`src/hdl/bpc_pkg.sv`:
```
// ----------------------------------------------------------------------------
// bpc_pkg
// Shared types and constants of the barometric pressure compensation unit.
// ----------------------------------------------------------------------------
`default_nettype none

package bpc_pkg;

  typedef enum logic [2:0] {
    ST_OK        = 3'd0,
    ST_CAL_ZERO  = 3'd1,
    ST_CAL_ONES  = 3'd2,
    ST_ZERO_READ = 3'd3,
    ST_TOO_LARGE = 3'd4,
    ST_RANGE     = 3'd5
  } status_t;

  localparam logic [2:0] REG_SENS     = 3'd0;
  localparam logic [2:0] REG_OFF      = 3'd1;
  localparam logic [2:0] REG_SENS_TC  = 3'd2;
  localparam logic [2:0] REG_OFF_TC   = 3'd3;
  localparam logic [2:0] REG_REF_TEMP = 3'd4;
  localparam logic [2:0] REG_TEMP_TC  = 3'd5;

  localparam int NSTAGE = 9;

  typedef struct packed {
    logic [15:0] sens;
    logic [15:0] off;
    logic [15:0] sens_tc;
    logic [15:0] off_tc;
    logic [15:0] ref_temp;
    logic [15:0] temp_tc;
  } cal_t;

  // first-order results handed from front to second-order stages
  typedef struct packed {
    logic signed [19:0] temp1;
    logic signed [36:0] off1;
    logic signed [35:0] sens1;
    logic        [18:0] t2;
    logic        [23:0] d1;
    status_t            st;
  } first_t;

  // corrected terms handed to the pressure stages
  typedef struct packed {
    logic signed [19:0] temp;
    logic signed [42:0] off;
    logic signed [42:0] sens;
    logic        [23:0] d1;
    status_t            st;
  } corr_t;

endpackage

`default_nettype wire

```
`src/hdl/bpc_press.sv`:
```
// ----------------------------------------------------------------------------
// bpc_press
// Split pressure product, final scaling, range check and result register.
// ----------------------------------------------------------------------------
`default_nettype none

module bpc_press
  import bpc_pkg::*;
(
  input  wire logic        clk,
  input  wire logic [2:0]  en,
  input  wire corr_t       corr,
  output status_t          status,
  output logic [22:0]      temperature_milli,
  output logic [31:0]      pressure
);

  logic        [43:0] plo_r;
  logic signed [47:0] phi_r;
  corr_t              c1_r, c2_r;
  logic signed [47:0] x_r;
  status_t            st_r;
  logic        [22:0] tm_r;
  logic        [31:0] pr_r;

  logic signed [67:0] prod, q;
  logic signed [47:0] x_nxt, p;
  logic signed [31:0] temp_h;
  logic               bad;
  status_t            st_nxt;

  always_comb begin
    prod  = (68'(phi_r) <<< 20) + $signed({24'b0, plo_r});
    q     = (prod + (prod[67] ? 68'sd2097151 : 68'sd0)) >>> 21;
    x_nxt = q[47:0] - 48'(c1_r.off);
    p     = (x_r + (x_r[47] ? 48'sd32767 : 48'sd0)) >>> 15;
    temp_h = 32'(c2_r.temp);
    bad = (temp_h < -32'sd214748364) || (temp_h > 32'sd214748364) ||
          (p > 48'sd2147483647) || (p < -48'sd2147483648);
    st_nxt = c2_r.st;
    if (c2_r.st == ST_OK && bad) begin
      st_nxt = ST_RANGE;
    end
  end

  always_ff @(posedge clk) begin
    if (en[0]) begin
      plo_r <= 44'(corr.d1) * 44'(corr.sens[19:0]);
      phi_r <= $signed({1'b0, corr.d1}) * $signed(corr.sens[42:20]);
      c1_r  <= corr;
    end
    if (en[1]) begin
      x_r  <= x_nxt;
      c2_r <= c1_r;
    end
    if (en[2]) begin
      st_r <= st_nxt;
      if (st_nxt == ST_OK) begin
        tm_r <= 23'(c2_r.temp) * 23'sd10;
        pr_r <= p[31:0];
      end else begin
        tm_r <= '0;
        pr_r <= '0;
      end
    end
  end

  assign status            = st_r;
  assign temperature_milli = tm_r;
  assign pressure          = pr_r;

endmodule

`default_nettype wire

```
`config.mk`:
```
export PLATFORM = sky130hd
export DESIGN_NAME = bpc_press
export DESIGN_NICKNAME = d
export VERILOG_FILES = /design/src/hdl/bpc_pkg.sv /design/src/hdl/bpc_press.sv
export SDC_FILE = /design/constraint.sdc
export NUM_CORES = 2
export LEC_CHECK = 0
export ABC_AREA = 1
export BUFFER_PORTS_ARGS = -buffer_cell sky130_fd_sc_hd__clkbuf_2
export CORE_UTILIZATION = 25
export CTS_CLUSTER_DIAMETER = 200
export DETAILED_ROUTE_END_ITERATION = 12
export PLACE_DENSITY = 0.39
export SETUP_SLACK_MARGIN = 0.4
export SLEW_MARGIN = 20
export SYNTH_ARGS = -nofsm -noshare
export SYNTH_HDL_FRONTEND = slang
export SYNTH_SLANG_ARGS = --single-unit
```
`constraint.sdc`:
```
create_clock -name clk -period 21.7 [get_ports clk]
set_input_delay 2.17 -clock clk [delete_from_list [all_inputs] [get_ports clk]]
set_output_delay 2.17 -clock clk [all_outputs]
set_load 0.03 [all_outputs]
```
; ---- After elaboration in Yosys (flattened, before gate mapping)
; Index checks and enable logic that the tools add are counted.
[word_totals]
reg_bits = 287
latch_bits = 0
ramBits = 0
rom_bits = 0
inputBits = 137
out_inout_bits = 58
elab_cells = 32
mem_count = 0
[op_classes]
addsub = 4
n_mul = 3
div = 0
n_lt_le_gt_ge = 4
eq_ne = 0
shifts = 0
n_mux = 3
bitwise = 0
n_reduce_logical = 6
[ops]
columns = op, n
row1 = adder 68 x 22 -> 68 bit, 1
row2 = adder 68 x 45 -> 68 bit, 1
row3 = adder 48 x 16 -> 48 bit, 1
row4 = multiplier 25 x 23 -> 48 bit, 1
row5 = subtractor 47 x 43 -> 48 bit, 1
row6 = multiplier 24 x 20 -> 44 bit, 1
row7 = greater-than comparator 33 x 32 -> 1 bit (second input constant), 1
row8 = < comparator 33 x 32 -> 1 bit (second input constant), 1
row9 = greater-than comparator 20 x 29 -> 1 bit (second input constant), 1
row10 = < comparator 20 x 29 -> 1 bit (second input constant), 1
row11 = multiplier 20 x 4 -> 22 bit (second input constant), 1
row12 = two-way mux 21 bit, 1
row13 = two-way mux 15 bit, 1
row14 = zero test 3 bit, 2
row15 = logical OR 1 bit, 3
row16 = two-way mux 3 bit, 1
row17 = logical AND 1 bit, 1

; ---- Longest topological paths before layout
[depth]
ltp_word = 8
mapped_depth = 41
depth_no_buf = 40

; ---- Least setup slack after synthesis
; Ideal clock, no wire load.
[synth_path]
path_type = input to register
from = input corr[3] (netlist name)
to = register plo_r[40] (data pin)
setup_ns = 0.260
arrival_ns = 8.163
t_required_ns = 21.440
slack_ns = 13.277
path_stages = 24
path_buffers = 2
path_cell_list = clkbuf_1 clkbuf_1 nand2_1 fa_1 fa_1 inv_1 fa_1 inv_1 fa_1 fa_1 inv_1 fa_1 fa_1 ha_1 a21oi_1 inv_1 a31oi_1 o211ai_1 a21oi_1 o21ai_0 a21boi_0 nor2_1 nor2_1 xor2_1
[synth_between]
elab_chain_len = 1
[synth_lines]
columns = item, line
row1 = from (decl), bpc_press.sv:12  ; input wire corr_t corr,
row2 = multiplier 24 x 20 -> 44 bit, bpc_press.sv:48  ; plo_r <= 44'(corr.d1) * 44'(corr.sens[19:0]);
row3 = to (signal assigned), bpc_press.sv:48
row4 = to (decl), bpc_press.sv:18  ; logic [43:0] plo_r;
; Every way passes these cells.
; A chain may end at the register's enable or synchronous reset.

; ---- Worst setup path in the final report
[layout_path]
from = input corr[3] (netlist name)
to = register plo_r[41] (data pin)
; Same word-level chain as after synthesis.

==> metrics.yaml <==
outcome:
  status: "complete, no violations"
cells_and_area:
  layout.nets: 8264
  diodes: 0
  fillers: 23560
  area_growth_pct: 9.521
  drive_gt1_frac: 0.05308
die:
  ios: 195
  dieArea_sq_um: 217400
  core_area_sq_um: 214400
  initial_utilization: 0.2514
  die_x_um: 466.3
  die_h_um: 466.3
  rows: 170
synth:
  async_reset_ff_frac: 0
  synth-edff-count: 286
  synth_fa_ha_area_frac: 0.4333
  synth_compound_gate_area_share: 0.05391
  syn_inst: 6728
  synth_fp_nets: 8217
  yosysWarnings: 0
  synth.area.mux_share: 0
  yosysTopAreaCell: "fa_1"
  synth_cell_types: 55
  ys_ff_latch: 286
  syn_area_per_cell_sq_um: 8.010
  synth.area.top_cells: "fa_1 (32%), edfxtp_1 (16%), nand2_1 (12%)"
  syn_area_sq_um: 53890
  seq_area_frac_synth: 0.1594
  netlist.area_leader.share: 0.3183
  synth_simple_gate_area_frac: 0.1851
  synth_top_family_by_area: "adder cells"
  ys_dominant_reg_cell: "edfxtp_1"
  synth_xor_area_frac: 0.03496
clock_tree:
  tritoncts: "done"
  clockBufferDepth: 3
  numCtsBuffers: 36
  post_cts_resized: 0
  clk-insertion-delay-late_ns: 0.58
  h-tree-depth: 2
  clock_sinks: 286
  postCtsSetupBuffers: 0
  root_buffer: "clkbuf_16"
  clkTransAtPathRegs_ns: 0.06
  hold_buffers: 0
placed_design:
  gp_congestion: 0.8751
  hpwl_mm: 140.0
  io_buffers: 193
grt:
  grt_overflow: 0
  grt_util_all_layers: 0.1642
  grt_max_degree: 68
  antenna_found_initial: 8
  first_global_vias: 45300
  grt_pass1_wl_mm: 273.3
timing:
  setup_viol: 0
  slew_violations: 0
  finalHoldViolCount: 0
  setup_tns_ns: 0
  clock_skew_ns: 0.03016
  worst_pin_slew_ns: 1.089
  fin_crit_ns: 9.023
  fmax_mhz: 110.8
  slew_headroom: 0.2666
  final.period_utilization: 0.4158
  rsz0062_at_grt: "false"
routing:
  drt_iter0_drc: 2090
  postRouteAntennaNets: 0
  via_per_inst: 4.411
  firstDrtPassIters: 6
  routedWlPerCell_um: 18.47
  drc: 0
  vias: 42520
  routed_wl_mm: 178.0
worst_setup_path:
  worstSetupPathType: "primary input to register"
  crit_buf_inv: 7
  start_kind: "primary input"
  worst-path-max-fanout: 25
  cpPeakStageDelay_ns: 0.55
  crit_required_ns: 22.02
  critPathSlowestCell: "fa_1"
  end_kind: "register"
  crit_arrival_ns: 9.34
  cp_common_cell: "fa_1"
  cpLargestDelayFamily: "adder cells"
worst_hold_path:
  hold_path.class: "register to register"
run:
  cap_violations: 0
per-stage QoR:
stage,util,setup WS [ns],cell area [sq um],std cells,hold WS (ns)
floorplan,-,13.28,53890,6728,0.4003
global placement,0.2697,12.02,57820,9575,0.4031
detailed placement,0.2697,11.99,57820,9575,0.4052
CTS,0.2753,12.59,59020,9639,0.4071
global route,0.2753,12.18,59020,9639,0.4208
finish,0.2753,12.68,59020,9639,0.4082
routing by layer:
layer / global-route usage / share of wire / vias up
li1: - / - / 20290
met1: 0.2358 / 0.49 / 21110
met2: 0.2693 / 0.45 / 947
met3: 0.01346 / 0.041 / 163
met4: 0.03040 / 0.019 / 10
met5: 0 / 0.00030 / -
cell usage after synthesis, drive strengths merged, types with 2 or more instances:
master,instances
nand4,47
fa,857
a21o,10
or2,23
nor4,21
o2111ai,2
nand2,1717
nor2,391
xnor2,76
o221ai,4
a31oi,33
edfxtp,286
a21oi,274
o31ai,6
ha,495
inv,1693
o211ai,10
nor3b,12
xor2,134
a21boi,7
a211oi,4
o21a,18
o221a,3
and3,5
nand3,152
buf,8
nand3b,10
nor3,67
o21bai,15
o311ai,4
and2,5
clkbuf,207
o21ai,126
a221oi,2
sequential cells by signal (all words and copies together), names as in the netlist:
register and flops:
pressure 32, status 3, c2_r 23, plo_r 44, temperature_milli 22, x_r 48, phi_r 48, c1_r 66
final timing paths:
check / startpoint / end / slack, ns / cells after the start
worst max-delay path: corr[3] / plo_r[41]$_DFFE_PP_ / 12.68 / 26
worst max register to register: plo_r[41]$_DFFE_PP_ / x_r[41]$_DFFE_PP_ / 13.95 / 31
worst min-delay path: c1_r[117]$_DFFE_PP_ / c2_r[117]$_DFFE_PP_ / 0.41 / 0
worst min register to register: c1_r[117]$_DFFE_PP_ / c2_r[117]$_DFFE_PP_ / 0.41 / 0
kinds of logic after synthesis:
logic type                 Yosys count
DFF                                286
and+or+nand+nor                   2450
other                                1
xor gates and xnor gates           210
AOI/OAI and AO/OA                  521
buffers and inverters             1908
adders and majority gates         1352
cells in the final DEF (no fill, tap or decap), drive strengths merged, types with 6 or more instances in the layout:
cell,count
a31oi,33
clkbuf,230
nand3b,10
nor4,21
a21boi,7
nor3b,12
o31ai,6
o21a,18
fa,857
ha,495
nand3,152
or2,23
o21ai,126
xor2,134
nor3,67
xnor2,76
a21oi,274
inv,1696
a21o,10
o21bai,15
o211ai,10
edfxtp,286
clkinv,15
nor2,391
buf,33
nand4,47
nand2,1717
final cells by class:
type | count | area, sq um | share of cell area
multi-input cells | 4534 | 38120 | 0.6459
clock inverters | 25 | 287.8 | 0.004876
repair buffers | 224 | 1207 | 0.02046
clock buffers | 39 | 912.1 | 0.01545
well taps | 2838 | 3551 | 0.06016
flip-flops and latches | 286 | 8588 | 0.1455
inverters | 1693 | 6355 | 0.1077
Power is not shown: default switching activity piles up to over one toggle a cycle in this logic, so the estimate is an artifact.
