`src/hdl/bpc_pkg.sv`:
```
// ----------------------------------------------------------------------------
// bpc_pkg
// Shared types and constants of the barometric pressure compensation unit.
// ----------------------------------------------------------------------------
`default_nettype none

package bpc_pkg;

  typedef enum logic [2:0] {
    ST_OK        = 3'd0,
    ST_CAL_ZERO  = 3'd1,
    ST_CAL_ONES  = 3'd2,
    ST_ZERO_READ = 3'd3,
    ST_TOO_LARGE = 3'd4,
    ST_RANGE     = 3'd5
  } status_t;

  localparam logic [2:0] REG_SENS     = 3'd0;
  localparam logic [2:0] REG_OFF      = 3'd1;
  localparam logic [2:0] REG_SENS_TC  = 3'd2;
  localparam logic [2:0] REG_OFF_TC   = 3'd3;
  localparam logic [2:0] REG_REF_TEMP = 3'd4;
  localparam logic [2:0] REG_TEMP_TC  = 3'd5;

  localparam int NSTAGE = 9;

  typedef struct packed {
    logic [15:0] sens;
    logic [15:0] off;
    logic [15:0] sens_tc;
    logic [15:0] off_tc;
    logic [15:0] ref_temp;
    logic [15:0] temp_tc;
  } cal_t;

  // first-order results handed from front to second-order stages
  typedef struct packed {
    logic signed [19:0] temp1;
    logic signed [36:0] off1;
    logic signed [35:0] sens1;
    logic        [18:0] t2;
    logic        [23:0] d1;
    status_t            st;
  } first_t;

  // corrected terms handed to the pressure stages
  typedef struct packed {
    logic signed [19:0] temp;
    logic signed [42:0] off;
    logic signed [42:0] sens;
    logic        [23:0] d1;
    status_t            st;
  } corr_t;

endpackage

`default_nettype wire

```
`src/hdl/bpc_second.sv`:
```
// ----------------------------------------------------------------------------
// bpc_second
// Second-order correction below 20 C and below -15 C.
// ----------------------------------------------------------------------------
`default_nettype none

module bpc_second
  import bpc_pkg::*;
(
  input  wire logic   clk,
  input  wire logic [2:0] en,
  input  wire first_t first,
  output corr_t      corr
);

  first_t             f_r, g_r;
  logic signed [41:0] sqa_r, sqb_r;
  logic               cold_r, vcold_r;
  logic        [41:0] off2_r, sens2_r;
  logic signed [19:0] temp_r;
  corr_t              corr_r;

  logic signed [20:0] a, b;
  logic        [41:0] off2_nxt, sens2_nxt, sa5, sb7, sb11;

  assign a = {first.temp1[19], first.temp1} - 21'sd2000;
  assign b = {first.temp1[19], first.temp1} + 21'sd1500;

  always_comb begin
    sa5  = 42'(unsigned'(sqa_r)) * 42'd5;
    sb7  = 42'(unsigned'(sqb_r)) * 42'd7;
    sb11 = 42'(unsigned'(sqb_r)) * 42'd11;
    off2_nxt  = 42'd0;
    sens2_nxt = 42'd0;
    if (cold_r) begin
      off2_nxt  = sa5 >> 1;
      sens2_nxt = sa5 >> 2;
      if (vcold_r) begin
        off2_nxt  = off2_nxt + sb7;
        sens2_nxt = sens2_nxt + (sb11 >> 1);
      end
    end
  end

  always_ff @(posedge clk) begin
    if (en[0]) begin
      sqa_r   <= a * a;
      sqb_r   <= b * b;
      cold_r  <= first.temp1 < 20'sd2000;
      vcold_r <= first.temp1 < -20'sd1500;
      f_r     <= first;
    end
    if (en[1]) begin
      off2_r  <= off2_nxt;
      sens2_r <= sens2_nxt;
      temp_r  <= f_r.temp1 - (cold_r ? $signed({1'b0, f_r.t2}) : 20'sd0);
      g_r     <= f_r;
    end
    if (en[2]) begin
      corr_r.temp <= temp_r;
      corr_r.off  <= 43'(g_r.off1) - $signed({1'b0, off2_r});
      corr_r.sens <= 43'(g_r.sens1) - $signed({1'b0, sens2_r});
      corr_r.d1   <= g_r.d1;
      corr_r.st   <= g_r.st;
    end
  end

  assign corr = corr_r;

endmodule

`default_nettype wire

```
`config.mk`:
```
export PLATFORM = sky130hd
export DESIGN_NAME = bpc_second
export DESIGN_NICKNAME = d
export VERILOG_FILES = /design/src/hdl/bpc_pkg.sv /design/src/hdl/bpc_second.sv
export SDC_FILE = /design/constraint.sdc
export NUM_CORES = 2
export LEC_CHECK = 0
export BUFFER_PORTS_ARGS = -buffer_cell sky130_fd_sc_hd__buf_2
export CORE_MARGIN = 1.5
export CORE_UTILIZATION = 40
export DETAILED_ROUTE_END_ITERATION = 8
export SLEW_MARGIN = 15
export SYNTH_ARGS = -nofsm -noshare
export SYNTH_HDL_FRONTEND = slang
export SYNTH_SLANG_ARGS = --single-unit
```
`constraint.sdc`:
```
create_clock -name clk -period 10.05 [get_ports clk]
set_input_delay 0.5025 -clock clk [delete_from_list [all_inputs] [get_ports clk]]
set_output_delay 0.5025 -clock clk [all_outputs]
set_load 0.01 [all_outputs]
```
======== Word-level counts from Yosys, hierarchy flattened ========
Index checks and enable logic that the tools add are counted.
storage, ports and cells
  bits in registers ....................... 562
  output and inout bits ................... 133
  logic and storage cells ................. 42
operators by class
  add/sub/neg operators ................... 7
  multipliers ............................. 5
  magnitude comparators ................... 2
  multiplexer cells ....................... 3
  reductions and logical operators ........ 1
operators with widths
  kind                                                          number
  multiplier 21 x 21 -> 42 bit                                  2
  multiplier 42 x 3 -> 42 bit, second input constant            2
  subtractor 36 x 43 -> 43 bit                                  1
  subtractor 37 x 43 -> 43 bit                                  1
  adder 40 x 41 -> 42 bit                                       1
  adder 41 x 42 -> 42 bit                                       1
  multiplier 42 x 4 -> 42 bit, second input constant            1
  2-to-1 mux 41 bit                                             1
  less-than comparator 20 x 12 -> 1 bit, second input constant  2
  2-to-1 mux 40 bit                                             1
  adder 20 x 12 -> 21 bit, second input constant                1
  subtractor 20 x 12 -> 21 bit, second input constant           1
  subtractor 20 bit                                             1
  2-to-1 mux 19 bit                                             1
  AND reduction 2 bit                                           1

======== Logic depth before layout (Yosys ltp) ========
  word-level depth ........................ 3
  depth in mapped cells ................... 39

======== Worst setup path after synthesis ========
No wires, ideal clock.
  path type ............................... input to register
  start point ............................. input port first[121] (netlist name)
  end point ............................... register sqb_r[39], data pin
  setup time .............................. 0.260 ns
  data arrival time ....................... 9.352 ns
  required time ........................... 9.790 ns
  slack ................................... 0.438 ns
  stages on the path ...................... 36
  buffers on the path ..................... 2
  cells stage by stage .................... inv_1 -> clkbuf_1 -> ha_1 -> inv_1 -> a21o_1 -> o41ai_1 -> inv_2 -> o21ai_1 -> or2_2 -> xor2_1 -> inv_2 -> clkbuf_1 -> nand2_1 -> fa_1 -> inv_1 -> fa_1 -> inv_1 -> fa_1 -> inv_1 -> fa_1 -> fa_1 -> fa_1 -> inv_1 -> fa_1 -> inv_1 -> ha_1 -> a21o_1 -> a21o_1 -> a21o_1 -> a2111o_1 -> a2111oi_4 -> nor2_2 -> a311o_1 -> a2111oi_4 -> nor2_1 -> xor2_1
between the ends
  longest elaborated chain between the ends .. 2
RTL lines
  what                          line              source
  from (decl)                   bpc_second.sv:12  input wire first_t first,
  adder 20 x 12 -> 21 bit       bpc_second.sv:27  assign b = {first.temp1[19], first.temp1} + 21'sd1500;
  multiplier 21 x 21 -> 42 bit  bpc_second.sv:48  sqb_r <= b * b;
  to (signal assigned)          bpc_second.sv:48
  to (decl)                     bpc_second.sv:17  logic signed [41:0] sqa_r, sqb_r;
No other way between the ends.
A chain may end at the register's enable or synchronous reset.

======== Worst setup path in the final report ========
  start point ............................. input port first[123] (netlist name)
  end point ............................... register sqb_r[39], data pin
Same word-level chain as after synthesis.

==> impl_metrics.csv <==
group,metric,value,unit
flow_run,max_cap_viol_count,0,
grt,overflow,0,
grt,grt_max_degree,84,
yosys,avgSynthCellArea,10.16,um2
die,core,160800,um2
timing,hold_violations,0,
clock_network,clkTransAtPathRegs,50,ps
clock_network,cts_inserted_buffers,68,
routing,drt-total-wl,164.3,mm
worst_setup_path,crit_path_top_delay_cell,"fa_1",
grt,grt_pass1_vias,48350,
clock_network,cts.path.max_buffers,3,
clock_network,cts_num_sinks,556,
die,die_w,405.6,um
yosys,synth-xor-area-share,0.04768,
timing,rsz0062_at_grt,"no",
routing,first_iter_violations,2516,
yosys,synth_edf_count,556,
yosys,synth_top_area_frac,0.2936,
timing,skew,31.28,ps
yosys,yosysTopAreaCell,"fa_1",
worst_setup_path,crit_path_end_kind,"flip-flop",
die,initial_core_util,0.4034,
yosys,synthAdderAreaFrac,0.4069,
timing,drv_slew,0,
worst_setup_path,crit_type,"in -> reg",
clock_network,cts_tree,"built",
worst_setup_path,critPathMostFrequentCell,"fa_1",
clock_network,htree_num_levels,3,
worst_setup_path,arrival,9360,ps
yosys,synth_most_common_cell,"inv_1",
yosys,ys_types,83,
timing,finalCriticalPeriod,8941,ps
die,die_y,405.6,um
cells_and_area,area_growth,12.98,%
yosys,yosysWarnings,0,
routing,ant_nets,0,
routing,drc,0,
grt,grt_pass1_wl,261.5,mm
timing,tns,0,ps
die,die_area,164500,um2
grt,antenna_found_initial,0,
cells_and_area,drive_above_1_share,0.08889,
worst_setup_path,max_stage_delay,570,ps
routing,drt_pre_antenna_iters,6,
yosys,synthMuxAreaShare,0.002161,
yosys,syn_inst,6381,
timing,max-slew-margin-rel,0.2143,
routing,vias,45340,
timing,setup_viol,0,
yosys,yosys-top-cells-count,"1516 x inv_1, 951 x fa_1, 587 x ha_1",
yosys,syn_area,64840,um2
yosys,synthFlopType,"edfxtp_1",
yosys,synth_compound_area_frac,0.1015,
worst_setup_path,path_max_fanout,14,
die,io_pins,276,
hold_path,hold_path_class,"in -> reg",
worst_setup_path,cp.required,10470,ps
grt,globalRouteTotalUtil,0.2041,
clock_network,cts_root_buf,"clkbuf_16",
yosys,synth-seq-cells,556,
clock_network,cts_resized,0,
place,place.gp.congestion,0.9229,
routing,wl_per_cell,18.01,um
die,num_rows,147,
clock_network,post_cts_buffers,0,
cells_and_area,nets,8594,
timing,fin_crit_sh,0.8896,
timing,tightest_slew,1176,ps
routing,via_per_inst,4.969,
status,outcome,"completed",
clock_network,hold_buffers,114,
yosys,ys_top_cells_by_area,"fa_1 29%, edfxtp_1 26%, ha_1 11%, inv_1 8.8%, xnor2_1 3.4%",
timing,fmax,0.1118,GHz
place,hpwl,134.3,mm
yosys,async_flop_share,0,
worst_setup_path,cp-start-kind,"input pin",
clock_network,clk_latency,700,ps
yosys,synth_top_family_by_area,"adder cells",
place,io_buffers,275,
yosys,seq_area_frac_synth,0.2575,
yosys,yosys.area_share.simple,0.08747,
==> per-layer routing <==
| metal | track usage | vias up | wire length (um) |
|---|---|---|---|
| li1 | - | 21530 | - |
| met1 | 0.2719 | 22470 | 73720 |
| met2 | 0.3470 | 1110 | 77690 |
| met3 | 0.02304 | 236 | 7921 |
| met4 | 0.06452 | 0 | 4967 |
| met5 | 0 | - | 0 |
==> kinds of logic (layout without fill, tap and decap cells) <==
group,after synthesis,in the layout
fa+ha+maj,1538,1538
simple gates,1253,1253
other cells,1,5
mux,14,14
buf+inv,1671,2251
flops,556,556
xor+xnor,353,353
compound gates,995,995
==> worst max-delay path, delay by kind of cell <==
kind,cells,cell delay (ps)
compound gates,8,2560
fa+ha+maj,9,3730
simple gates,5,710
xor+xnor,2,370
buf+inv,12,1510
==> state kept, by name, indices dropped and copies added (netlist names), 20 cells and up <==
name / cells
sens2_r: 41
sqa_r: 40
corr: 133
temp_r: 20
f_r: 139
off2_r: 42
g_r: 100
sqb_r: 39
==> area by class of cell <==
| cell class | instances | area (um2) |
|---|---|---|
| Sequential cell | 556 | 16700 |
| Multi-Input combinational cell | 4157 | 41890 |
| Antenna cell | 1 | 2.502 |
| Clock buffer | 85 | 1787 |
| Clock inverter | 36 | 405.4 |
| Fill cell | 15200 | 87500 |
| Inverter | 1563 | 5867 |
| Timing Repair Buffer | 567 | 3905 |
| Tap cell | 2160 | 2703 |
==> cells in the final DEF (no fill, tap or decap), drive strengths merged, types with 11 or more instances in the layout <==
master / n
nand2: 429
or3: 23
a21oi: 302
xor2: 104
buf: 453
o21a: 57
nor2: 403
inv: 1564
and2: 83
clkbuf: 85
nor3: 57
clkinv: 29
nand2b: 50
fa: 951
a221oi: 12
nor2b: 41
nand4: 25
and3: 40
a211o: 14
a21o: 163
o21bai: 43
a31oi: 31
dlygate4sd3: 114
xnor2: 249
edfxtp: 556
a31o: 13
o21ai: 140
o211ai: 15
mux2i: 14
nand3: 57
o31ai: 23
a21boi: 11
o22ai: 20
a211oi: 43
or2: 14
ha: 587
==> worst paths after layout <==
path	startpoint	end	slack [ps]	cells after the start
max reg2reg	sqb_r[4]	sens2_r[38]	2680	22
min reg2reg	temp_r[11]	corr[124]	400	0
max	first[123]	sqb_r[39]	1110	36
min	first[94]	f_r[94]	50	1
==> metrics by stage <==
step           hold slack, ps  utilization  instances  area (um2)  setup slack (ps)
5_1_grt                 36.74       0.4557       9124       73250             517.9
2_1_floorplan           400.3            -       6384       64850             438.3
4_1_cts                 2.791       0.4557       9124       73250              1106
3_3_place_gp            401.1       0.4349       8889       69910             486.1
3_5_place_dp            404.5       0.4349       8889       69910             395.0
6_report                52.38       0.4557       9125       73260              1109
Power is not shown: default switching activity piles up to over one toggle a cycle in this logic, so the estimate is an artifact.
