## src/hdl/bpc_pkg.sv

```systemverilog
// ----------------------------------------------------------------------------
// bpc_pkg
// Shared types and constants of the barometric pressure compensation unit.
// ----------------------------------------------------------------------------
`default_nettype none

package bpc_pkg;

  typedef enum logic [2:0] {
    ST_OK        = 3'd0,
    ST_CAL_ZERO  = 3'd1,
    ST_CAL_ONES  = 3'd2,
    ST_ZERO_READ = 3'd3,
    ST_TOO_LARGE = 3'd4,
    ST_RANGE     = 3'd5
  } status_t;

  localparam logic [2:0] REG_SENS     = 3'd0;
  localparam logic [2:0] REG_OFF      = 3'd1;
  localparam logic [2:0] REG_SENS_TC  = 3'd2;
  localparam logic [2:0] REG_OFF_TC   = 3'd3;
  localparam logic [2:0] REG_REF_TEMP = 3'd4;
  localparam logic [2:0] REG_TEMP_TC  = 3'd5;

  localparam int NSTAGE = 9;

  typedef struct packed {
    logic [15:0] sens;
    logic [15:0] off;
    logic [15:0] sens_tc;
    logic [15:0] off_tc;
    logic [15:0] ref_temp;
    logic [15:0] temp_tc;
  } cal_t;

  // first-order results handed from front to second-order stages
  typedef struct packed {
    logic signed [19:0] temp1;
    logic signed [36:0] off1;
    logic signed [35:0] sens1;
    logic        [18:0] t2;
    logic        [23:0] d1;
    status_t            st;
  } first_t;

  // corrected terms handed to the pressure stages
  typedef struct packed {
    logic signed [19:0] temp;
    logic signed [42:0] off;
    logic signed [42:0] sens;
    logic        [23:0] d1;
    status_t            st;
  } corr_t;

endpackage

`default_nettype wire

```

## src/hdl/bpc_front.sv

```systemverilog
// ----------------------------------------------------------------------------
// bpc_front
// Temperature difference, coefficient products and first-order terms.
// ----------------------------------------------------------------------------
`default_nettype none

module bpc_front
  import bpc_pkg::*;
(
  input  wire logic        clk,
  input  wire logic [2:0]  en,
  input  wire cal_t        cal,
  input  wire logic [23:0] raw_p,
  input  wire logic [23:0] raw_t,
  input  wire status_t     st_in,
  output first_t           first
);

  logic signed [24:0] dt_r;
  logic        [23:0] d1_r, d1b_r;
  status_t            st_r, stb_r;
  logic signed [41:0] pt_r, po_r, ps_r;
  logic signed [49:0] sq_r;
  first_t             first_r;

  logic signed [24:0] dt_nxt;
  logic signed [41:0] pt_q, po_q, ps_q;
  first_t             first_nxt;

  assign dt_nxt = $signed({1'b0, raw_t}) - $signed({1'b0, cal.ref_temp, 8'h00});

  always_comb begin
    pt_q = (pt_r + (pt_r[41] ? 42'sd8388607 : 42'sd0)) >>> 23;
    po_q = (po_r + (po_r[41] ? 42'sd127 : 42'sd0)) >>> 7;
    ps_q = (ps_r + (ps_r[41] ? 42'sd255 : 42'sd0)) >>> 8;
    first_nxt.temp1 = pt_q[19:0] + 20'sd2000;
    first_nxt.off1  = $signed({5'b0, cal.off, 16'h0000}) + po_q[36:0];
    first_nxt.sens1 = $signed({5'b0, cal.sens, 15'h0000}) + ps_q[35:0];
    first_nxt.t2    = sq_r[49:31];
    first_nxt.d1    = d1b_r;
    first_nxt.st    = stb_r;
  end

  always_ff @(posedge clk) begin
    if (en[0]) begin
      dt_r <= dt_nxt;
      d1_r <= raw_p;
      st_r <= st_in;
    end
    if (en[1]) begin
      pt_r  <= dt_r * $signed({1'b0, cal.temp_tc});
      po_r  <= dt_r * $signed({1'b0, cal.off_tc});
      ps_r  <= dt_r * $signed({1'b0, cal.sens_tc});
      sq_r  <= dt_r * dt_r;
      d1b_r <= d1_r;
      stb_r <= st_r;
    end
    if (en[2]) begin
      first_r <= first_nxt;
    end
  end

  assign first = first_r;

endmodule

`default_nettype wire

```

## config.mk

```make
export PLATFORM = sky130hd
export DESIGN_NAME = bpc_front
export DESIGN_NICKNAME = d
export VERILOG_FILES = /design/src/hdl/bpc_pkg.sv /design/src/hdl/bpc_front.sv
export SDC_FILE = /design/constraint.sdc
export NUM_CORES = 2
export LEC_CHECK = 0
export BUFFER_PORTS_ARGS = -buffer_cell sky130_fd_sc_hd__clkbuf_2
export CORE_MARGIN = 8
export CORE_UTILIZATION = 53
export DETAILED_ROUTE_END_ITERATION = 10
export GPL_TIMING_DRIVEN = 0
export PLACE_DENSITY = 0.7
export SLEW_MARGIN = 20
export SYNTH_ARGS = -nofsm -noshare
export SYNTH_HDL_FRONTEND = slang
export SYNTH_SLANG_ARGS = --single-unit
```

## constraint.sdc

```tcl
create_clock -name clk -period 19.35 [get_ports clk]
set_input_delay 0 -clock clk [delete_from_list [all_inputs] [get_ports clk]]
set_output_delay 0 -clock clk [all_outputs]
set_load 0.01 [all_outputs]
```

Word-level counts from Yosys, hierarchy flattened
Index checks and enable logic that the tools add are counted.
- register bits after elaboration: 394
- bits of input ports: 151
- output and inout bits: 139
- logic and storage cells: 29
- add/sub/neg operators: 7
- multipliers: 4
- muxes and demuxes: 3
- operator list (kind ; count):
    multiplier 25 x 17 -> 42 bit ; 3
    multiplier 25 x 25 -> 50 bit ; 1
    adder 42 x 24 -> 42 bit ; 1
    adder 42 x 8 -> 42 bit ; 1
    adder 42 x 9 -> 42 bit ; 1
    adder 33 x 35 -> 36 bit ; 1
    adder 32 x 34 -> 35 bit ; 1
    subtractor 24 x 24 -> 25 bit ; 1
    two-way mux 23 bit ; 1
    adder 19 x 12 -> 20 bit (second input constant) ; 1
    two-way mux 8 bit ; 1
    two-way mux 7 bit ; 1

Longest topological paths before layout
- word-level depth: 3
- mapped depth: 29
- depth with buffers taken out: 27

Worst setup path after synthesis
OpenSTA, ideal clock, no wires.
- path kind: reg-to-reg
- start point: register dt_r[23]
- end point: register sq_r[36], data pin
- setup time: 0.258 ns
- arrival: 7.180 ns
- required time: 19.092 ns
- setup slack: 11.913 ns
- stages on the path, launching flop included: 28
- buffers on the path: 3
- period minus slack after synthesis: 7.437 ns
- cells stage by stage: edfxtp_1 -> clkbuf_1 -> clkbuf_1 -> clkbuf_1 -> nand2_1 -> fa_1 -> inv_1 -> fa_1 -> inv_1 -> fa_1 -> fa_1 -> inv_1 -> fa_1 -> fa_1 -> inv_1 -> fa_1 -> inv_1 -> ha_1 -> a21o_1 -> a21o_1 -> a211o_1 -> a21oi_1 -> o21ai_0 -> or4_1 -> a31o_2 -> a21oi_2 -> o21ba_2 -> xnor2_1
- word-level cells in the longest chain between the ends: 1
- ends and longest elaborated chain (item ; RTL line ; RTL):
    start, declared ; bpc_front.sv:19 ; logic signed [24:0] dt_r;
    start signal, assigned ; bpc_front.sv:46 ; dt_r <= dt_nxt;
    multiplier 25 x 25 -> 50 bit ; bpc_front.sv:54 ; sq_r <= dt_r * dt_r;
    end signal, assigned ; bpc_front.sv:54 ;
    end, declared ; bpc_front.sv:23 ; logic signed [49:0] sq_r;
No other way between the ends.
A chain may end at the register's enable or synchronous reset.

Worst setup path after layout
- start point: register dt_r[21]
- end point: register sq_r[49], data pin
Same word-level chain as after synthesis.

==> reports/metrics.yaml <==
clock_tree.root_cell: "clkbuf_16"
cts_inserted_buffers: 45
global_route_wire_length_before_repair_um: 363000
grt_overflow_total: 0
htreeDepth: 2
r2r.worst_path.cells: 26
yosys_most_used_dff: "edfxtp_1"
place.gp.congestion: 0.990
cts.sink_count: 361
reg2reg_slack_ns: 8.89
design.die.area_um2: 160000
path_buf_inv: 8
max_cap_violations: 0
grt_setup_unrepaired: "false"
drtPass1Iterations: 6
largest_net_degree_at_the_start_of_global_routing: 97
remaining_drc_errors: 0
ff_to_ff_start: "dt_r[21]"
layout-drive-gt1-share: 0.0492
netlist_area_um2: 78300
crit-reg2reg-capture: "sq_r[49]"
finalMaxSlewViolations: 0
pre_cts_ws_ns: 8.99
post_synth_and_or_nand_nor_area_fraction: 0.126
min_from: "raw_p[9]"
timing.critical_path.depth: 26
synthCells: 7959
netlist-cell-type-count: 71
globalRouteTotalUtil: 0.297
yosysWarnings: 0
die_x_um: 400
finalNetCount: 10892
die_h_um: 400
hp-class: "in2reg"
clock_tree_skew_after_final_layout_ns: 0.0472
drt-total-wl_um: 236000
timing.critical_path.required_ns: 19.72
critical_path.startpoint_type: "flip-flop"
floorplan.initialDensity: 0.532
cell_with_the_most_instances_on_the_worst_path: "fa_1"
cp-end-kind: "flip-flop"
detailedPlacementHpwl_um: 196000
clk_pin_slew_ns: 0.06
design.core.area_um2: 147000
layout-area-overhead-vs-synth_pct: 8.65
cts_tree: "done"
via_density_per_instance: 5.42
std_cell_rows: 141
clock.fmax_mhz: 95.6
synth_enable_flop_cells: 361
fraction_of_synthesis_flops_using_an_asynchronous_set_or_reset_pin: 0
antenna_violations_before_repair: 22
critical_path.slowest_cell: "clkbuf_1"
postLayoutCellArea_um2: 85100
synth-seq-area-share: 0.138
worstSkewPairLatency_ns: 0.65
final_number_of_hold_violating_endpoints: 0
holdPathEnd: "d1_r[9]"
finalSetupViolCount: 0
crit_path_max_fanout: 11
synth.ff_latch_count: 361
post-route-min-period_ns: 10.46
synth_compound_area_frac: 0.0438
layout_setup_ws_ns: 8.89
detailed_place.area_um2: 82300
final.period_utilization: 0.541
cp_data_arrival_time_ns: 10.83
yosys.area_share.adder: 0.543
synth_mux_area_frac: 0.000783
timing.setup.critical_path_class: "reg2reg"
post_drt_wl_per_cell_um: 22.7
outcome: "completed"
ioPinCount: 290
drtAntennaViolNets: 0
synth_xor_xnor_area_share: 0.0321
timing_worst_slew_pin_value_ns: 1.30
synth_top_family_by_area: "adder cells"
fillerInstances: 12833
cts_setup_buffers: 0
path_delay_family: "adder cells"
critical_path.max_stage_delay_ns: 0.90
port_buffers: 271
deepest_clock_path_buffer_count: 3
timing.slew.headroom: 0.133
syn-num-nets: 10436
fin_setup_tns_ns: 0
drt_iter0_markers: 4453
first_global_vias: 61413
post_synth.cell_area_avg_um2: 9.84
timing.hold.worst_path_depth: 2
route.vias.total: 56330
## cell families after synthesis
kind of cell	Yosys count
AOI/OAI and AO/OA	520
xor gates and xnor gates	287
adders and majority gates	2330
buffers and inverters	2406
DFF	361
muxes	6
and+or+nand+nor	2049
## cell usage after synthesis (8+ instances only)
| cell type | n | area [um^2] |
|---|---|---|
| and4_1 | 9 | 78.8 |
| nand4_1 | 33 | 206 |
| inv_1 | 2078 | 7800 |
| o211ai_1 | 13 | 97.6 |
| clkbuf_1 | 323 | 1210 |
| nor3_1 | 41 | 205 |
| o21ai_0 | 92 | 460 |
| and3_1 | 37 | 231 |
| a21o_1 | 74 | 556 |
| o21bai_1 | 21 | 158 |
| a31oi_1 | 21 | 131 |
| nand2_1 | 1000 | 3750 |
| xor2_1 | 63 | 552 |
| edfxtp_1 | 361 | 10800 |
| nor2_1 | 155 | 582 |
| ha_1 | 544 | 6810 |
| and2_1 | 605 | 3780 |
| a211oi_1 | 15 | 113 |
| fa_1 | 1782 | 35700 |
| o21a_1 | 37 | 278 |
| nand3b_1 | 8 | 60.1 |
| or3_1 | 9 | 56.3 |
| nand3_1 | 41 | 205 |
| nand2b_1 | 33 | 206 |
| a21oi_1 | 148 | 741 |
| a31o_2 | 15 | 131 |
| xnor2_1 | 224 | 1960 |
| a21boi_0 | 9 | 67.6 |
| nor2b_1 | 44 | 275 |
| nor4_1 | 10 | 62.6 |
## metal layers
metal / wire [um] / GRT usage
met5: 126 / 0
met3: 21300 / 0.0668
met1: 90300 / 0.374
met2: 110000 / 0.489
met4: 13700 / 0.142
## sequential cells by signal, indices dropped and copies added, names as in the netlist
name   flops
first    137
po_r      42
ps_r      42
pt_r      42
dt_r      25
d1_r      24
d1b_r     24
sq_r      19
st_r       3
stb_r      3
## worst reg2reg max path, delay by kind of cell, from the launching register on
family	cells	cell delay [ns]
buf+inv	8	2.71
flops	1	0.47
compound gates	5	2.20
simple gates	4	0.71
mux	1	0.25
fa+ha+maj	8	3.89
## layout make-up
cell class,instances,area (um^2),area share
Antenna cell,15,37.5,0.000441
Buffer,328,1280,0.0151
Clock buffer,54,1160,0.0136
Clock inverter,26,280,0.00329
Inverter,2078,7800,0.0917
Multi-Input combinational cell,5192,58400,0.687
Sequential cell,361,10800,0.127
Tap cell,1930,2410,0.0284
Timing Repair Buffer,409,2830,0.0333
## layout by cell type (no fill, tap or decap), drive strengths merged, types with 44 or more instances in the layout
| master | instances |
|---|---|
| inv | 2080 |
| fa | 1782 |
| nand2 | 1000 |
| clkbuf | 648 |
| and2 | 605 |
| ha | 544 |
| edfxtp | 361 |
| xnor2 | 224 |
| nor2 | 155 |
| a21oi | 151 |
| dlygate4sd3 | 132 |
| o21ai | 95 |
| a21o | 74 |
| xor2 | 63 |
| nor2b | 44 |
## stage by stage
step	instances	utilization	hold slack [ns]
finish	10393	0.578	0.0782
detailed placement	10165	0.558	0.179
floorplan	7959	-	0.0989
CTS	10377	0.577	0.0342
global placement	10160	0.557	0.178
global route	10378	0.577	0.0581
## worst max-delay path by stage
| stage | start | endpoint | slack (ns) |
|---|---|---|---|
| floorplan | dt_r[23] | sq_r[36] | 11.91 |
| global placement | dt_r[23] | sq_r[49] | 8.69 |
| detailed placement | dt_r[21] | sq_r[49] | 8.99 |
| CTS | dt_r[21] | sq_r[49] | 9.00 |
| global route | dt_r[21] | sq_r[49] | 8.54 |
| finish | dt_r[21] | sq_r[49] | 8.89 |
## timing repair
| item | CTS | global route |
|---|---|---|
| hold buffers | 132 | 0 |
| endpoints found under the hold margin | 180 | 0 |
| resized for setup | 0 | 0 |
Power is left out: the tool's default activity adds up to more than one toggle a clock period on the data nets, which glitch-free logic cannot reach.
